==> config.mk <==
export PLATFORM = sky130hd
export DESIGN_NAME = drum_trigger_velocity_detect
export DESIGN_NICKNAME = d
export VERILOG_FILES = /design/src/sv/dtvd_pkg.sv /design/src/sv/dtvd_div.sv /design/src/sv/drum_trigger_velocity_detect.sv
export SDC_FILE = /design/constraint.sdc
export NUM_CORES = 1
export LEC_CHECK = 0
export ABC_AREA = 1
export BUFFER_PORTS_ARGS = -buffer_cell sky130_fd_sc_hd__buf_2
export CAP_MARGIN = 0
export CORE_ASPECT_RATIO = 0.8
export CORE_MARGIN = 1
export CORE_UTILIZATION = 32
export CTS_CLUSTER_DIAMETER = 150
export DETAILED_ROUTE_END_ITERATION = 10
export PLACE_DENSITY_LB_ADDON = 0.1
export SYNTH_ARGS = -nofsm -noshare
export SYNTH_HDL_FRONTEND = slang
export SYNTH_SLANG_ARGS = --single-unit
==> constraint.sdc <==
create_clock -name clk -period 5.7 [get_ports clk]
set_input_delay 0 -clock clk [delete_from_list [all_inputs] [get_ports clk]]
set_output_delay 0 -clock clk [all_outputs]
set_load 0.005 [all_outputs]
==> src/sv/dtvd_pkg.sv <==
package dtvd_pkg;

	localparam int SAMPLE_BITS_DEF = 10;
	localparam int VEL_BITS        = 7;
	localparam int MS_BITS         = 8;
	localparam int CFG_IDX_W       = 3;
	localparam int DIV_CNT_W       = 3;

	localparam logic [MS_BITS-1:0] MS_MAX = '1;

	// phase codes
	localparam logic [1:0] PH_IDLE  = 2'd0;
	localparam logic [1:0] PH_TRACK = 2'd1;
	localparam logic [1:0] PH_MASK  = 2'd2;

	// register indexes
	localparam logic [CFG_IDX_W-1:0] REG_THRESHOLD  = 3'd0;
	localparam logic [CFG_IDX_W-1:0] REG_FULL_SCALE = 3'd1;
	localparam logic [CFG_IDX_W-1:0] REG_WINDOW     = 3'd2;
	localparam logic [CFG_IDX_W-1:0] REG_QUIET      = 3'd3;

	// register reset values
	localparam int THRESHOLD_RST  = 100;
	localparam int FULL_SCALE_RST = 1023;
	localparam logic [MS_BITS-1:0] WINDOW_RST = 8'd10;
	localparam logic [MS_BITS-1:0] QUIET_RST  = 8'd30;

endpackage

==> src/sv/dtvd_div.sv <==
// Bit-serial restoring divider: quot = (diff * 127) / den.
// One quotient bit per cycle, MSB first; diff <= den keeps quot below 128.
module dtvd_div import dtvd_pkg::*; #(
	parameter int SAMPLE_BITS = SAMPLE_BITS_DEF
) (
	input  logic                   clk,
	input  logic                   arst_n,
	input  logic                   start,
	input  logic [SAMPLE_BITS-1:0] diff,
	input  logic [SAMPLE_BITS-1:0] den,
	output logic                   done,
	output logic [VEL_BITS-1:0]    quot
);

	localparam int NW = SAMPLE_BITS + VEL_BITS;

	logic [NW-1:0]        rem_q;
	logic [NW-1:0]        den_sh_q;
	logic [VEL_BITS-1:0]  quot_q;
	logic [DIV_CNT_W-1:0] cnt_q;
	logic                 busy_q;
	logic                 done_q;
	logic                 fits;

	assign fits = rem_q >= den_sh_q;

	always_ff @(posedge clk or negedge arst_n) begin
		if (!arst_n) begin
			busy_q <= 1'b0;
			done_q <= 1'b0;
			cnt_q  <= '0;
		end else if (start) begin
			busy_q <= 1'b1;
			done_q <= 1'b0;
			cnt_q  <= '0;
		end else if (busy_q) begin
			cnt_q <= cnt_q + 1'b1;
			if (cnt_q == DIV_CNT_W'(VEL_BITS - 1)) begin
				busy_q <= 1'b0;
				done_q <= 1'b1;
			end
		end
	end

	always_ff @(posedge clk) begin
		if (start) begin
			// x*127 = (x << 7) - x
			rem_q    <= {diff, {VEL_BITS{1'b0}}} - {{VEL_BITS{1'b0}}, diff};
			den_sh_q <= {1'b0, den, {(VEL_BITS-1){1'b0}}};
			quot_q   <= '0;
		end else if (busy_q) begin
			if (fits) begin
				rem_q <= rem_q - den_sh_q;
			end
			quot_q   <= {quot_q[VEL_BITS-2:0], fits};
			den_sh_q <= den_sh_q >> 1;
		end
	end

	assign done = done_q;
	assign quot = quot_q;

endmodule

==> src/sv/drum_trigger_velocity_detect.sv <==
// Channel  | Dir | Signals                          | Payload (lowest bit up)
// s_axis   | in  | tvalid tready tdata tuser        | tdata: sample; tuser: kind
// m_axis   | out | tvalid tready tdata              | tdata: velocity, peak_level
// cfg      | in  | valid ready index data           | index 0..7 (0..3 mapped), data: register value
//
// Ticks and ordinary samples leave tready high.
// The sample that closes the peak window holds tready low: a prep step to
// clamp and load, the bit-serial divider (one quotient bit a cycle), then a step
// to hand the hit on; it waits while the output register is still full.
// Reset (arst_n low) restores register defaults, idle phase and empty output.
// A waiting result does not stop input transfers; only a new hit waits for it.
module drum_trigger_velocity_detect import dtvd_pkg::*; #(
	parameter int SAMPLE_BITS = SAMPLE_BITS_DEF
) (
	input  logic                     clk,
	input  logic                     arst_n,
	input  logic                     s_axis_tvalid,
	output logic                     s_axis_tready,
	input  logic [((SAMPLE_BITS+7)/8)*8-1:0] s_axis_tdata, // sample
	input  logic                     s_axis_tuser,          // kind (1 = ms tick)
	output logic                     m_axis_tvalid,
	input  logic                     m_axis_tready,
	output logic [((VEL_BITS+SAMPLE_BITS+7)/8)*8-1:0] m_axis_tdata, // velocity, peak_level
	input  logic                     cfg_valid,
	output logic                     cfg_ready,
	input  logic [CFG_IDX_W-1:0]     cfg_index,
	input  logic [SAMPLE_BITS-1:0]   cfg_data
);

	localparam int IN_W  = ((SAMPLE_BITS + 7) / 8) * 8;
	localparam int OUT_W = ((VEL_BITS + SAMPLE_BITS + 7) / 8) * 8;

	// sequencer states
	localparam logic [1:0] ST_RUN  = 2'd0;
	localparam logic [1:0] ST_PREP = 2'd1;
	localparam logic [1:0] ST_DIV  = 2'd2;

	// config registers
	logic [SAMPLE_BITS-1:0] thr_q;
	logic [SAMPLE_BITS-1:0] full_q;
	logic [MS_BITS-1:0]     window_q;
	logic [MS_BITS-1:0]     quiet_q;

	// trigger state
	logic [1:0]             phase_q;
	logic [SAMPLE_BITS-1:0] peak_q;
	logic [MS_BITS-1:0]     elapsed_q;
	logic [1:0]             state_q;

	// output register
	logic                   out_valid_q;
	logic [VEL_BITS-1:0]    out_vel_q;
	logic [SAMPLE_BITS-1:0] out_peak_q;

	logic                   in_xfer;
	logic                   is_tick;
	logic [SAMPLE_BITS-1:0] smp;
	logic [SAMPLE_BITS-1:0] peak_max;
	logic [SAMPLE_BITS-1:0] clamped;
	logic [SAMPLE_BITS-1:0] diff;
	logic [SAMPLE_BITS-1:0] den;
	logic                   div_start;
	logic                   div_done;
	logic [VEL_BITS-1:0]    div_quot;
	logic                   out_free;
	logic                   out_load;

	assign in_xfer  = s_axis_tvalid && s_axis_tready;
	assign is_tick  = s_axis_tuser;
	assign smp      = s_axis_tdata[SAMPLE_BITS-1:0];
	assign peak_max = (smp > peak_q) ? smp : peak_q;

	// clamp held peak to [threshold, full scale]; only used when full > thr
	always_comb begin
		if (peak_q < thr_q) begin
			clamped = thr_q;
		end else if (peak_q > full_q) begin
			clamped = full_q;
		end else begin
			clamped = peak_q;
		end
	end

	assign diff      = clamped - thr_q;
	assign den       = full_q - thr_q;
	assign div_start = (state_q == ST_PREP) && (full_q > thr_q);
	assign out_free  = !out_valid_q || m_axis_tready;
	assign out_load  = (state_q == ST_DIV) && div_done && (div_quot != '0) && out_free;

	assign s_axis_tready = (state_q == ST_RUN);
	assign cfg_ready     = 1'b1;

	// config writes; unknown indexes are dropped
	always_ff @(posedge clk or negedge arst_n) begin
		if (!arst_n) begin
			thr_q    <= SAMPLE_BITS'(THRESHOLD_RST);
			full_q   <= SAMPLE_BITS'(FULL_SCALE_RST);
			window_q <= WINDOW_RST;
			quiet_q  <= QUIET_RST;
		end else if (cfg_valid && cfg_ready) begin
			unique case (cfg_index)
				REG_THRESHOLD:  thr_q    <= cfg_data;
				REG_FULL_SCALE: full_q   <= cfg_data;
				REG_WINDOW:     window_q <= cfg_data[MS_BITS-1:0];
				REG_QUIET:      quiet_q  <= cfg_data[MS_BITS-1:0];
				default: ;
			endcase
		end
	end

	// phase tracking and sequencer
	always_ff @(posedge clk or negedge arst_n) begin
		if (!arst_n) begin
			phase_q   <= PH_IDLE;
			peak_q    <= '0;
			elapsed_q <= '0;
			state_q   <= ST_RUN;
		end else begin
			unique case (state_q)
				ST_RUN: begin
					if (in_xfer) begin
						if (is_tick) begin
							if (elapsed_q != MS_MAX) begin
								elapsed_q <= elapsed_q + 1'b1;
							end
						end else begin
							case (phase_q)
								PH_IDLE: begin
									if (smp > thr_q) begin
										phase_q   <= PH_TRACK;
										peak_q    <= smp;
										elapsed_q <= '0;
									end
								end
								PH_TRACK: begin
									peak_q <= peak_max;
									if (elapsed_q >= window_q) begin
										// window closed: take velocity
										phase_q   <= PH_MASK;
										elapsed_q <= '0;
										state_q   <= ST_PREP;
									end
								end
								default: begin
									// mask (unused code 3 behaves the same)
									if (smp > thr_q) begin
										elapsed_q <= '0;
									end else if (elapsed_q > quiet_q) begin
										phase_q <= PH_IDLE;
									end
								end
							endcase
						end
					end
				end
				ST_PREP: begin
					// degenerate scale gives velocity 0: no hit
					state_q <= div_start ? ST_DIV : ST_RUN;
				end
				ST_DIV: begin
					if (div_done && ((div_quot == '0) || out_free)) begin
						state_q <= ST_RUN;
					end
				end
				default: state_q <= ST_RUN;
			endcase
		end
	end

	// output register
	always_ff @(posedge clk or negedge arst_n) begin
		if (!arst_n) begin
			out_valid_q <= 1'b0;
		end else if (out_load) begin
			out_valid_q <= 1'b1;
		end else if (m_axis_tready) begin
			out_valid_q <= 1'b0;
		end
	end

	always_ff @(posedge clk) begin
		if (out_load) begin
			out_vel_q  <= div_quot;
			out_peak_q <= peak_q;
		end
	end

	dtvd_div #(
		.SAMPLE_BITS(SAMPLE_BITS)
	) u_div (
		.clk   (clk),
		.arst_n(arst_n),
		.start (div_start),
		.diff  (diff),
		.den   (den),
		.done  (div_done),
		.quot  (div_quot)
	);

	assign m_axis_tvalid = out_valid_q;
	assign m_axis_tdata  = OUT_W'({out_peak_q, out_vel_q});

	// upper tdata pad bits are ignored
	logic unused_pad;
	assign unused_pad = ^{1'b0, s_axis_tdata[IN_W-1:0]};

endmodule

==> flow_summary.toml <==
[yosys]
synth.ff_latch_count = 121
synth.cell_area_um2 = 8687
synth.top_cells.by_area = "edfxtp_1, ha_1, dfrtp_1"
postSynth.topFlopCell = "dfrtp_1"
yosys_warnings = 0
yosys.cell_count.top_type = "nand2_1"
ys_seq_area_share_pct = 36.91
synth_enable_flop_cells = 44
post-synth-top-area-cell = "edfxtp_1"
avg_cell_area_syn_um2 = 7.770
netlist-cell-type-count = 54
async_flop_share_pct = 52.89
synth_largest_type_area_fraction_pct = 15.21
postSynthCellCount = 1118
synthTopCellsByCount = "nand2_1, inv_1, ha_1"

[sta]
timing.final.crit_period_ps = 4977
final.setup_skew_ps = 11.01
fin_ws_ps = 722.7
max_slew_margin_pct = 43.13
timing_worst_slew_pin_value_ps = 853.1
setup_repair_after_global_routing_missed_its_margin = "no"
hold_viol = 0
timing_max_transition_violations_final = 0
tns_ps = 0
timing.final.crit_share_pct = 87.32
achievable_clock_frequency_mhz = 200.9
final-setup-viol-count = 0

[layout]
num-fill-cells = 2771
multiInputGateArea_um2 = 4708
nets = 1324
n_antenna_cell = 0
ff_latch_area_um2 = 3207
drive_gt1_share_pct = 11.80
syn2layout_area_growth_pct = 16.26

[die]
chipHeight_um = 149.4
num_io_pins = 62
chipWidth_um = 186.2
design.die.area_um2 = 27810
starting_density_of_the_core_pct = 32.83
core_area_um2 = 26460
core.rowCount = 53

[routing]
detail_route.vias_per_cell = 4.729
ant_nets = 0
drt-pass1-iter-count = 5
drt_iter0_markers = 495
residual_drc_count = 0
wl_per_cell_um = 15.19
drt_wl_total_um = 23700
vias_after_detailed_routing = 7378

[global_route]
grtUsageMet1_pct = 29.12
grt_pass1_vias = 6855
total_routing_resource_utilization_after_global_routing_pct = 18.00
grt_pass1_wl_um = 37940
grt_start_max_net_pins = 65
global_route.usage.met3_pct = 2.588
layer_with_the_highest_usage_after_global_routing = "met1"
grt-ovfl-total = 0
antenna_found_initial = 0
grtUsageMet2_pct = 24.14

[clock_network]
cts_tree = "built"
tritoncts.num_buffers = 17
path_clk_slew_ps = 60
cts.root.buffer_cell = "clkbuf_16"
skew_pair_late_insertion_delay_ps = 430
cts_buffer_depth = 2
postCtsSetupBuffers = 0
ctsHtreeMaxLevel = 4
cts_sink_count = 121

[worst_hold_path]
worstHoldPathType = "in -> reg"
holdCritStartpoint = "s_axis_tvalid"

[power_and_ir_drop]
cell_leakage_power_nw = 4.993
powerDensity_nw_per_um2 = 330.5
vdd_drop_max_v = 0.0002169

[worst_setup_path]
rr_startpoint = "full_q[9]$_DFFE_PN1P_"
critPathMaxFanout = 20
cp-startpoint = "full_q[9]$_DFFE_PN1P_"
critPathKind = "reg -> reg"
required_time_at_the_endpoint_of_the_critical_path_ps = 5870
critical_path_arrival_ps = 5150
critPathCaptureType = "flop"
startpoint_class = "flop"

[placement]
hpwl_um = 18200
port_buffers = 47
gp_congestion = 0.8521
pre_cts_ws_ps = 788.8

[run_status]
outcome = "completed"

[run]
drv.max_cap_violation_count = 0
[kinds of logic after synthesis]
logic type	count (synthesis)	synth area share, %
AO/OA/AOI/OAI	188	12.06
XOR/XNOR	23	2.405
adder cells (fa/ha/maj)	99	14.52
buffers and inverters	199	9.146
flip-flops	121	36.91
other	2	0.08645
AND/OR/NAND/NOR	486	24.87
[final timing paths]
check	slack, ps	endpoint	cells after the start
worst max-delay path	720	u_div.rem_q[15]$_DFFE_PP_	25
worst min-delay path	110	elapsed_q[2]$_DFFE_PN0P_	5
worst max register to register	720	u_div.rem_q[15]$_DFFE_PP_	25
worst min register to register	480	u_div.quot[0]$_SDFFE_PP0P_	2
max in group asynchronous	4830	u_div.cnt_q[0]$_DFFE_PN0P_	3
min in group asynchronous	290	quiet_q[5]$_DFFE_PN0P_	3
[report_power, final]
| part | switching [mW] | total [mW] | internal, mW |
|---|---|---|---|
| combinational | 0.777 | 1.17 | 0.397 |
| sequential | 0.0588 | 1.02 | 0.963 |
| clock | 0.478 | 1.14 | 0.663 |
[sequential cells by signal (all words and copies together), names as in the netlist, 7 cells and up]
| name | flops |
|---|---|
| u_div.rem_q | 17 |
| u_div.den_sh_q | 16 |
| full_q | 10 |
| out_peak_q | 10 |
| peak_q | 10 |
| thr_q | 10 |
| elapsed_q | 8 |
| quiet_q | 8 |
| window_q | 8 |
| out_vel_q | 7 |
| u_div.quot | 7 |
[worst max-delay path, cell delays in order (launching register included)]
cell and delay, ps:
dfstp_2 620, inv_1 80, ha_1 300, nand2_1 70, nor2_1 180, nand3_1 100
nand3_1 140, nand2_1 340, o21ai_0 360, o21ai_0 130, ha_1 360, nand2_1 100
nor3_1 220, nand3_1 100, nand4_1 120, nand4_1 160, nand2_1 120, inv_1 50
ha_1 410, nand2_1 140, nor2_1 170, nand3_1 120, nand2_1 80, nand2_1 40
nand3_1 160, nand2_1 70
[layer usage]
metal / routed length [µm] / part of all wire (%) / up-vias
met2: 8875 / 37 / 152
met5: 0 / 0 / -
met3: 925 / 3.9 / 17
met4: 207 / 0.87 / 0
met1: 13690 / 58 / 3362
li1: - / - / 3847
[placed cells by master (no fill, tap or decap), types with 14 or more instances in the layout]
cell type,instances
ha_1,96
dfstp_2,19
nand3_1,64
o21ai_1,14
dlygate4sd3_1,23
nand2_1,289
inv_1,166
o21ai_0,87
clkbuf_16,17
buf_2,47
xor2_1,14
dfrtp_1,45
a21oi_1,46
edfxtp_1,44
nor2_1,62
nand4_1,23
[per-stage QoR]
step / hold slack (ps) / instances / area (µm²) / utilization [%] / total power [mW]
after floorplan: -295.6 / 1124 / 8710 / - / 1.897
after global placement: 248.3 / 1505 / 9265 / 35.02 / 2.194
after detailed placement: 239.3 / 1505 / 9265 / 35.02 / 2.198
after CTS: 99.22 / 1560 / 10100 / 38.17 / 3.365
after global routing: 158.9 / 1560 / 10100 / 38.17 / 3.579
final: 113.7 / 1560 / 10100 / 38.17 / 3.338
[final cells by class]
| cell class | instances | share of cell area [%] |
|---|---|---|
| multi-input cells | 804 | 46.62 |
| flip-flops and latches | 121 | 31.75 |
| inverters | 174 | 6.467 |
| repair buffers | 72 | 4.757 |
| well taps | 357 | 4.423 |
| clock buffers | 17 | 4.212 |
| clock inverters | 15 | 1.772 |
[repair_timing]
item / CTS / global route
gates resized for setup: 0 / 0
hold endpoints to repair: 94 / 0
hold buffers: 23 / 0
Power figures use the tool's default switching activity.
